==> config.mk <==
export PLATFORM = sky130hd
export DESIGN_NAME = sync_length_crc16_deframer_core_flat
export DESIGN_NICKNAME = d
export VERILOG_FILES = /design/src/rtl/core/slcd_pkg.sv /design/src/rtl/core/slcd_ifs.sv /design/src/rtl/core/sync_length_crc16_deframer_core.sv /design/src/flat_wrapper.sv
export VERILOG_INCLUDE_DIRS = /design/src /design/src/rtl/core
export SDC_FILE = /design/constraint.sdc
export NUM_CORES = 1
export LEC_CHECK = 0
export BUFFER_PORTS_ARGS = -buffer_cell sky130_fd_sc_hd__buf_2
export CAP_MARGIN = 20
export CORE_MARGIN = 1.5
export CORE_UTILIZATION = 56
export CTS_BUF_LIST = sky130_fd_sc_hd__clkbuf_4 sky130_fd_sc_hd__clkbuf_8
export CTS_CLUSTER_SIZE = 40
export DETAILED_ROUTE_END_ITERATION = 10
export GPL_TIMING_DRIVEN = 1
export PLACE_DENSITY = 0.77
export RECOVER_POWER = 100
export SYNTH_ARGS = -nofsm -noshare
export SYNTH_HDL_FRONTEND = slang
export SYNTH_SLANG_ARGS = --single-unit
==> constraint.sdc <==
create_clock -name clk -period 2 [get_ports clk]
set_input_delay 0.2 -clock clk [delete_from_list [all_inputs] [get_ports clk]]
set_output_delay 0.2 -clock clk [all_outputs]
set_load 0.02 [all_outputs]
==> src/rtl/core/sync_length_crc16_deframer_core_macros.svh <==
// Assertion helpers for the deframer core.
`ifndef SYNC_LENGTH_CRC16_DEFRAMER_CORE_MACROS_SVH
`define SYNC_LENGTH_CRC16_DEFRAMER_CORE_MACROS_SVH

// Condition that must hold at every clock edge out of reset.
`define SLCD_ASSERT(label, cond, msg) \
    label: assert property (@(posedge clk) disable iff (!rst_n) (cond)) else $error(msg);

// Antecedent at one edge implies consequent at the next edge.
`define SLCD_ASSERT_NEXT(label, ante, cons, msg) \
    label: assert property (@(posedge clk) disable iff (!rst_n) (ante) |=> (cons)) \
        else $error(msg);

`endif

==> src/rtl/core/slcd_pkg.sv <==
package slcd_pkg;

    localparam logic [7:0]  SYNC_FIRST      = 8'h54;  // 'T'
    localparam logic [7:0]  SYNC_SECOND     = 8'h47;  // 'G'
    localparam logic [15:0] CRC_POLY_REFL   = 16'hA001;
    localparam logic [15:0] MAX_LEN_RESET   = 16'd1024;

    typedef enum logic [2:0] {
        PH_HUNT1   = 3'd0,
        PH_HUNT2   = 3'd1,
        PH_LEN_HI  = 3'd2,
        PH_LEN_LO  = 3'd3,
        PH_PAYLOAD = 3'd4,
        PH_CRC_HI  = 3'd5,
        PH_CRC_LO  = 3'd6
    } phase_t;

    typedef enum logic [1:0] {
        ST_NONE    = 2'd0,
        ST_OK      = 2'd1,
        ST_BAD_CRC = 2'd2,
        ST_BAD_LEN = 2'd3
    } status_t;

    // CRC-16/ARC, one byte, LSB first
    function automatic logic [15:0] crc_arc_byte(input logic [15:0] crc,
                                                 input logic [7:0]  b);
        logic [15:0] c;
        c = crc ^ {8'h00, b};
        for (int i = 0; i < 8; i++) begin
            if (c[0])
                c = (c >> 1) ^ CRC_POLY_REFL;
            else
                c = c >> 1;
        end
        return c;
    endfunction

endpackage

==> src/rtl/core/slcd_ifs.sv <==
interface slcd_in_if;
    logic       valid;
    logic       ready;
    logic [7:0] rx_byte;

    modport source (output valid, output rx_byte, input ready);
    modport sink   (input valid, input rx_byte, output ready);
endinterface

interface slcd_out_if;
    logic       valid;
    logic       ready;
    logic       payload_valid;
    logic [7:0] payload_byte;
    logic [1:0] frame_status;

    modport source (output valid, output payload_valid, output payload_byte,
                    output frame_status, input ready);
    modport sink   (input valid, input payload_valid, input payload_byte,
                    input frame_status, output ready);
endinterface

interface slcd_cfg_if;
    logic        valid;
    logic        ready;
    logic [15:0] max_payload_len;

    modport source (output valid, output max_payload_len, input ready);
    modport sink   (input valid, input max_payload_len, output ready);
endinterface

==> src/rtl/core/sync_length_crc16_deframer_core.sv <==
// Byte-serial deframer: hunts for the sync pair 'T','G', reads a big-endian
// 16-bit length, passes that many payload bytes straight through, then checks
// a big-endian CRC-16/ARC (reflected 0x8005, init 0, no final xor) taken over
// the payload. Every input transfer yields exactly one result transfer:
// payload_valid/payload_byte flag pass-through payload bytes, and
// frame_status reports ok or CRC mismatch on the last CRC byte, or a rejected
// length (zero or above max_payload_len) on the second length byte. Payload
// is not buffered, so the consumer must drop a frame whose status is a
// mismatch. One byte per cycle sustained while the consumer is ready. Each
// result is valid in the cycle after its input transfer, in the single result
// register (fed by the CRC check and phase decode); that register frees in the
// same cycle it is taken, so a stalled consumer stalls the input only while
// that register is full. max_payload_len resets to 1024 and may be written
// any time the block is idle; the config port is always ready.
module sync_length_crc16_deframer_core (
    input  logic clk,
    input  logic rst_n,
    slcd_in_if.sink    rx,
    slcd_out_if.source res,
    slcd_cfg_if.sink   cfg
);
    import slcd_pkg::*;

    `include "sync_length_crc16_deframer_core_macros.svh"

    // frame state
    phase_t      phase_reg, phase_next;
    logic [15:0] frame_length_reg, frame_length_next;
    logic [15:0] bytes_seen_reg, bytes_seen_next;
    logic [7:0]  crc_high_reg, crc_high_next;
    logic [15:0] running_crc_reg, running_crc_next;
    logic [15:0] max_len_reg;

    // result register
    logic        out_valid_reg;
    logic        pay_valid_reg, pay_valid_next;
    logic [7:0]  pay_byte_reg, pay_byte_next;
    status_t     status_reg, status_next;

    logic        accept;
    logic [15:0] len_full;
    logic        len_ok;
    logic [15:0] seen_inc;

    // input can move whenever the result slot is empty or draining this cycle
    assign rx.ready  = !out_valid_reg || res.ready;
    assign accept    = rx.valid && rx.ready;
    assign cfg.ready = 1'b1;

    assign len_full = {frame_length_reg[15:8], rx.rx_byte};
    assign len_ok   = (len_full != 16'd0) && (len_full <= max_len_reg);
    assign seen_inc = bytes_seen_reg + 16'd1;

    // next phase and frame bookkeeping
    always_comb
    begin
        phase_next        = phase_reg;
        frame_length_next = frame_length_reg;
        bytes_seen_next   = bytes_seen_reg;
        crc_high_next     = crc_high_reg;
        running_crc_next  = running_crc_reg;
        unique case (phase_reg)
            PH_HUNT1:
            begin
                if (rx.rx_byte == SYNC_FIRST)
                    phase_next = PH_HUNT2;
            end
            PH_HUNT2:
            begin
                // a non-'G' byte is not rechecked as a fresh 'T'
                phase_next = (rx.rx_byte == SYNC_SECOND) ? PH_LEN_HI : PH_HUNT1;
            end
            PH_LEN_HI:
            begin
                frame_length_next = {rx.rx_byte, 8'h00};
                phase_next        = PH_LEN_LO;
            end
            PH_LEN_LO:
            begin
                frame_length_next = len_full;
                if (len_ok)
                begin
                    bytes_seen_next  = 16'd0;
                    running_crc_next = 16'd0;
                    phase_next       = PH_PAYLOAD;
                end
                else
                    phase_next = PH_HUNT1;
            end
            PH_PAYLOAD:
            begin
                running_crc_next = crc_arc_byte(running_crc_reg, rx.rx_byte);
                bytes_seen_next  = seen_inc;
                if (seen_inc == frame_length_reg)
                    phase_next = PH_CRC_HI;
            end
            PH_CRC_HI:
            begin
                crc_high_next = rx.rx_byte;
                phase_next    = PH_CRC_LO;
            end
            PH_CRC_LO:
            begin
                phase_next = PH_HUNT1;
            end
            default:
            begin
                phase_next = PH_HUNT1;
            end
        endcase
    end

    // result fields for this byte
    always_comb
    begin
        pay_valid_next = 1'b0;
        pay_byte_next  = 8'h00;
        status_next    = ST_NONE;
        unique case (phase_reg)
            PH_LEN_LO:
            begin
                if (!len_ok)
                    status_next = ST_BAD_LEN;
            end
            PH_PAYLOAD:
            begin
                pay_valid_next = 1'b1;
                pay_byte_next  = rx.rx_byte;
            end
            PH_CRC_LO:
            begin
                status_next = ({crc_high_reg, rx.rx_byte} == running_crc_reg)
                              ? ST_OK : ST_BAD_CRC;
            end
            default:
            begin
                status_next = ST_NONE;
            end
        endcase
    end

    always_ff @(posedge clk or negedge rst_n)
    begin
        if (!rst_n)
        begin
            phase_reg        <= PH_HUNT1;
            frame_length_reg <= 16'd0;
            bytes_seen_reg   <= 16'd0;
            crc_high_reg     <= 8'h00;
            running_crc_reg  <= 16'd0;
        end
        else if (accept)
        begin
            phase_reg        <= phase_next;
            frame_length_reg <= frame_length_next;
            bytes_seen_reg   <= bytes_seen_next;
            crc_high_reg     <= crc_high_next;
            running_crc_reg  <= running_crc_next;
        end
    end

    always_ff @(posedge clk or negedge rst_n)
    begin
        if (!rst_n)
            max_len_reg <= MAX_LEN_RESET;
        else if (cfg.valid && cfg.ready)
            max_len_reg <= cfg.max_payload_len;
    end

    always_ff @(posedge clk or negedge rst_n)
    begin
        if (!rst_n)
            out_valid_reg <= 1'b0;
        else if (accept)
            out_valid_reg <= 1'b1;
        else if (res.ready)
            out_valid_reg <= 1'b0;
    end

    // payload side of the result register, no reset needed
    always_ff @(posedge clk)
    begin
        if (accept)
        begin
            pay_valid_reg <= pay_valid_next;
            pay_byte_reg  <= pay_byte_next;
            status_reg    <= status_next;
        end
    end

    assign res.valid         = out_valid_reg;
    assign res.payload_valid = pay_valid_reg;
    assign res.payload_byte  = pay_byte_reg;
    assign res.frame_status  = status_reg;

    `SLCD_ASSERT_NEXT(a_payload_passes, accept && (phase_reg == PH_PAYLOAD), out_valid_reg && pay_valid_reg, "payload byte not flagged")
    `SLCD_ASSERT_NEXT(a_bad_len_hunts, accept && (phase_reg == PH_LEN_LO) && !len_ok, (phase_reg == PH_HUNT1) && (status_reg == ST_BAD_LEN), "rejected length not reported")
    `SLCD_ASSERT(a_byte_zero_idle, !(out_valid_reg && !pay_valid_reg) || (pay_byte_reg == 8'h00), "payload byte nonzero without valid")
    `SLCD_ASSERT(a_count_in_range, (phase_reg != PH_PAYLOAD) || (bytes_seen_reg < frame_length_reg), "payload count past frame length")

endmodule
==> src/flat_wrapper.sv <==
// flat-port wrapper written by rule: the top's interface ports become plain ports
module sync_length_crc16_deframer_core_flat import slcd_pkg::*;
  (clk, rst_n, rx_valid, rx_rx_byte, rx_ready, res_valid, res_payload_valid, res_payload_byte, res_frame_status, res_ready, cfg_valid, cfg_max_payload_len, cfg_ready);
  slcd_in_if rx_i ();
  slcd_out_if res_i ();
  slcd_cfg_if cfg_i ();
  input  logic clk;
  input  logic rst_n;
  input wire logic [$bits(rx_i.valid)-1:0] rx_valid;
  input wire logic [$bits(rx_i.rx_byte)-1:0] rx_rx_byte;
  output wire logic [$bits(rx_i.ready)-1:0] rx_ready;
  output wire logic [$bits(res_i.valid)-1:0] res_valid;
  output wire logic [$bits(res_i.payload_valid)-1:0] res_payload_valid;
  output wire logic [$bits(res_i.payload_byte)-1:0] res_payload_byte;
  output wire logic [$bits(res_i.frame_status)-1:0] res_frame_status;
  input wire logic [$bits(res_i.ready)-1:0] res_ready;
  input wire logic [$bits(cfg_i.valid)-1:0] cfg_valid;
  input wire logic [$bits(cfg_i.max_payload_len)-1:0] cfg_max_payload_len;
  output wire logic [$bits(cfg_i.ready)-1:0] cfg_ready;
  assign rx_i.valid = rx_valid;
  assign rx_i.rx_byte = rx_rx_byte;
  assign rx_ready = rx_i.ready;
  assign res_valid = res_i.valid;
  assign res_payload_valid = res_i.payload_valid;
  assign res_payload_byte = res_i.payload_byte;
  assign res_frame_status = res_i.frame_status;
  assign res_i.ready = res_ready;
  assign cfg_i.valid = cfg_valid;
  assign cfg_i.max_payload_len = cfg_max_payload_len;
  assign cfg_ready = cfg_i.ready;
  sync_length_crc16_deframer_core u_core (.clk(clk), .rst_n(rst_n), .rx(rx_i), .res(res_i), .cfg(cfg_i));
endmodule
==> results.txt <==
The launching element of the worst setup path is u_core.frame_length_reg[14]. The instance count of the mapped netlist came out at 507. The largest total area in the synthesized netlist belongs to sky130_fd_sc_hd__dfrtp_1.

The worst-case vdd ir drop came out at 418.2 uV. The number of violations of the max-capacitance limit is 0. The total iterations of the first detailed-routing run came out at 5.

The initial antenna violation count is 0. Counting flops with a built-in enable in the synthesized netlist gives 11. The finished layout cell area is 6157 um^2.

The final reports fail on negative setup slack. The startpoint identified for the worst register-to-register timing path is u_core.frame_length_reg[14]. The number of nets in the final layout is 657. The most used flip-flop cell after synthesis is sky130_fd_sc_hd__dfrtp_1. The slew at the pin closest to its max-slew limit came out at 1210 ps.

The total routing usage reported by global routing is 0.2892. The net switching power of the design is 0.0009290 W. The clock insertion delay at the later pin of the skew report is 370 ps. The net switching fraction of the power came out at 0.2539. The share of the Yosys chip area taken by registers is 0.4563.

The filler cell count came out at 591. The cell row count is 33. The sequential group share of total power is 0.504. Setup repair after global routing could not meet its margin everywhere. The initial core utilization is 0.5869. The worst hold path was traced through 3 stages. Along the worst path, the maximum fanout reaches 14.

The placer congestion estimate is 0.8948. The I/O pin count came out at 43. The relative slew slack is 0.1935. In this run the worst hold path is classified as in2reg. The fraction of synthesized cell area taken by the top area cell type came out at 0.3834. The post-synthesis xor/xnor area fraction came out at 0.09535. The post-synthesis instance area is 4895 um^2. The proportion of register bits with asynchronous set or reset after synthesis is 0.8736. The number of pins with negative max-slew slack in the final report is 0. The starting DRC count in detailed routing is 332. Counting cells, the worst reg-to-reg path comes to 10. The final core utilization came out at 0.7382.

The launching element type of the critical path is a flop. The detail route stage leaves a number of antenna-violating nets equal to 0. Internal power comes to 0.002729 W.

Counting buffers and inverters, the worst setup path is 10 cells deep. Once placement completed, the tool counted placed cells totaling 694. The wire-length estimate of the detail-placed layout is 8737 um. The die is 96.49 um tall. The buffer type at the clock tree root is sky130_fd_sc_hd__clkbuf_8. The worst setup path is captured at a flop. Dividing the detail-routed wire length by the instance count gives 17.85 um. Port buffering added 41 buffers.

The antenna cell count is 0. The cell that appears most often on the critical path is sky130_fd_sc_hd__buf_4. After synthesis, the largest family of logic cells by area is simple AND/OR/NAND/NOR gates. By area the synthesized netlist is led by sky130_fd_sc_hd__dfrtp_1 (38%), sky130_fd_sc_hd__edfxtp_1 (6.7%), sky130_fd_sc_hd__ha_1 (5.4%), sky130_fd_sc_hd__xnor2_1 (5.2%), sky130_fd_sc_hd__nand2_1 (5.1%). The die is 96.49 um wide. The run finished, with violations left. The pin count of the biggest net entering global routing came out at 46. In the post-route analysis, the smallest setup slack over all paths is -124.0 ps. The fraction of the cycle the final worst path needs came out at 1.062. The worst clock skew on the final layout came out at 10.40 ps. The adder-cell share of the synthesized area came out at 0.05368. The die covers 9310 um^2.

By startpoint and endpoint, the worst setup path is classified as reg2reg. Yosys instantiated no cell more often than sky130_fd_sc_hd__dfrtp_1. Sorting the synthesized cells by how often they occur yields sky130_fd_sc_hd__dfrtp_1 (75), sky130_fd_sc_hd__nand2_1 (67), sky130_fd_sc_hd__o21ai_0 (48). The final setup violation count came out at 34. The clock network fraction of total power came out at 0.384. The analysis attributes to cell leakage a power of 2.838 nW.

The detailed-route via count came out at 4195. The via count of the first global-routing pass came to 4209. Counting the buffers created by CTS gives 9. The critical path's slowest cell is sky130_fd_sc_hd__dfrtp_1. Counting distinct cell types in the post-synthesis netlist gives 60. The clock passes through at most 2 buffers. The achievable clock frequency is 0.4708 GHz. The clock net in this run drives a total of 87 sinks.

The worst endpoint required time is 2300 ps. The Yosys warning count is 0. The time the worst path needs with I/O delays and setup came out at 2124 ps.

The number of nets in the synthesized netlist is 557. Using the TritonRoute via totals, the vias-per-cell ratio works out to 5.851. The total congestion overflow after global routing is 0. The worst reg-to-reg setup slack is -120 ps. The share of total power in combinational logic came out at 0.112. Clock-pin slew was measured on the worst setup and hold paths at 90 ps. The synthesized-area fraction occupied by and/or/nand/nor cells is 0.1871.

The mean cell area of the mapped netlist came out at 9.654 um^2. The post-synthesis to final-layout area growth is 25.79%. Together, buffers and inverters on the worst path number 3. The total cell area at the placement stage came out at 5652 um^2.

The area of the placeable core came out at 8341 um^2. The DRC violation count after routing is 0. The final count of hold timing violations was 0. The fraction of layout cells with a size suffix above 1 is 0.2892. The H-tree generated during clock tree synthesis spans 3 levels. TritonCTS built the clock tree. After synthesis, the share of cell area in mux cells is 0.04269. The endpoint identified for the worst register-to-register timing path is u_core.running_crc_reg[8]. The number of synthesized register bits is 87. The first-pass GRT wire length came out at 20230 um. The total power per unit cell area came out at 594.2 nW/um^2. The delay of the slowest critical-path stage came out at 420 ps. The kind of cell with the highest combined delay on the critical path is simple AND/OR/NAND/NOR gates. The overall routed net length is 12800 um.

Walking the worst path, the cells encountered are ha_4, nand4_1, nor3_2, buf_4, o41ai_4, a21oi_2, buf_4, nor2_4, buf_12, o22ai_1. The complex-gate fraction of the synthesized area is 0.1104. The arrival time at the worst endpoint is 2420 ps. Excluding fillers, the count of instances in the completed layout stands at 717. The critical path ends at u_core.running_crc_reg[8].
-- final cells by class --
cell class / instances / area, um^2 / share of cell area
Clock buffer: 10 / 131.4 / 0.02134
Clock inverter: 6 / 93.84 / 0.01524
Inverter: 36 / 135.1 / 0.02195
Multi-Input combinational cell: 360 / 2651 / 0.4306
Sequential cell: 87 / 2238 / 0.3635
Tap cell: 105 / 131.4 / 0.02134
Timing Repair Buffer: 113 / 775.7 / 0.1260
-- tightest hold or removal path: cells and delay by family --
kind | cells | cell delay, ps
AND/OR/NAND/NOR | 1 | 40
buffers and inverters | 1 | 70
AO/OA/AOI/OAI | 1 | 50
-- metrics by stage --
| step | setup TNS (ps) | setup WS, ps | hold slack (ps) | power [W] |
|---|---|---|---|---|
| floorplan | 0 | 12.59 | -95.59 | 0.002068 |
| global placement | -485.6 | -74.18 | 248.6 | 0.002256 |
| detailed placement | -2601 | -152.2 | 252.3 | 0.002271 |
| CTS | -1521 | -74.55 | 34.42 | 0.003663 |
| global route | -8640 | -262.8 | 49.85 | 0.003778 |
| finish | -2579 | -124.0 | 36.51 | 0.003658 |
-- power groups by stage --
stage          clock (W)  combinational, W  sequential, W
2_1_floorplan          0          0.000177        0.00189
3_3_place_gp           0          0.000379        0.00188
3_5_place_dp           0          0.000392        0.00188
4_1_cts          0.00140          0.000418        0.00184
5_1_grt          0.00148          0.000453        0.00185
6_report         0.00140          0.000411        0.00184
-- repair_timing --
item                                    in CTS  in global routing
endpoints found under the setup margin      36                 36
buffers inserted                             5                  3
gates resized for setup                     29                 36
pin swaps                                    7                 15
hold endpoints to repair                    44                  0
cloned                                       1                  0
hold buffers                                 1                  0
-- cells in the final DEF (no fill, tap or decap), types with 4 or more instances in the layout --
| cell | n |
|---|---|
| sky130_fd_sc_hd__dfrtp_1 | 71 |
| sky130_fd_sc_hd__nand2_1 | 66 |
| sky130_fd_sc_hd__buf_4 | 51 |
| sky130_fd_sc_hd__inv_1 | 36 |
| sky130_fd_sc_hd__o21ai_0 | 33 |
| sky130_fd_sc_hd__xnor2_1 | 28 |
| sky130_fd_sc_hd__buf_2 | 27 |
| sky130_fd_sc_hd__nand3_1 | 21 |
| sky130_fd_sc_hd__nor2_1 | 18 |
| sky130_fd_sc_hd__xor2_1 | 16 |
| sky130_fd_sc_hd__ha_1 | 16 |
| sky130_fd_sc_hd__mux2_2 | 15 |
| sky130_fd_sc_hd__clkbuf_1 | 15 |
| sky130_fd_sc_hd__a21oi_1 | 12 |
| sky130_fd_sc_hd__edfxtp_1 | 11 |
| sky130_fd_sc_hd__nor3_1 | 10 |
| sky130_fd_sc_hd__o21ai_2 | 10 |
| sky130_fd_sc_hd__clkbuf_8 | 9 |
| sky130_fd_sc_hd__clkbuf_4 | 9 |
| sky130_fd_sc_hd__nand4_1 | 8 |
| sky130_fd_sc_hd__o21ai_1 | 8 |
| sky130_fd_sc_hd__or3_1 | 8 |
| sky130_fd_sc_hd__and2_0 | 6 |
| sky130_fd_sc_hd__nor2b_1 | 5 |
| sky130_fd_sc_hd__o211ai_1 | 5 |
| sky130_fd_sc_hd__ha_4 | 5 |
| sky130_fd_sc_hd__buf_6 | 5 |
| sky130_fd_sc_hd__nor4_1 | 4 |
| sky130_fd_sc_hd__and3_1 | 4 |
| sky130_fd_sc_hd__mux2i_1 | 4 |
| sky130_fd_sc_hd__o22ai_1 | 4 |
| sky130_fd_sc_hd__dfrtp_2 | 4 |
-- worst min-delay path by stage --
stage | start | end | slack (ps)
floorplan | rst_n | u_core.bytes_seen_reg[0] | -100
global placement | rst_n | u_core.frame_length_reg[6] | 250
detailed placement | rst_n | u_core.frame_length_reg[7] | 250
CTS | cfg_max_payload_len[5] | u_core.max_len_reg[5] | 30
global route | cfg_max_payload_len[6] | u_core.max_len_reg[6] | 50
finish | cfg_max_payload_len[5] | u_core.max_len_reg[5] | 40
-- routing by layer --
layer | global-route usage | wire (um) | vias to the layer above
met3 | 0.04225 | 763 | 35
met2 | 0.5012 | 6389 | 177
met1 | 0.3642 | 5275 | 2032
li1 | - | - | 1951
met5 | 0 | 0 | -
met4 | 0.1099 | 370 | 0
-- kinds of logic (layout without fill, tap and decap cells) --
group                      Yosys count  in the layout
AOI/OAI and AO/OA                   92             92
xor gates and xnor gates            49             49
adders and majority gates           21             21
buffers and inverters               60            165
DFF                                 87             87
muxes                               19             19
other                                1              1
and+or+nand+nor                    178            178
(Power assumes the default switching activity.)
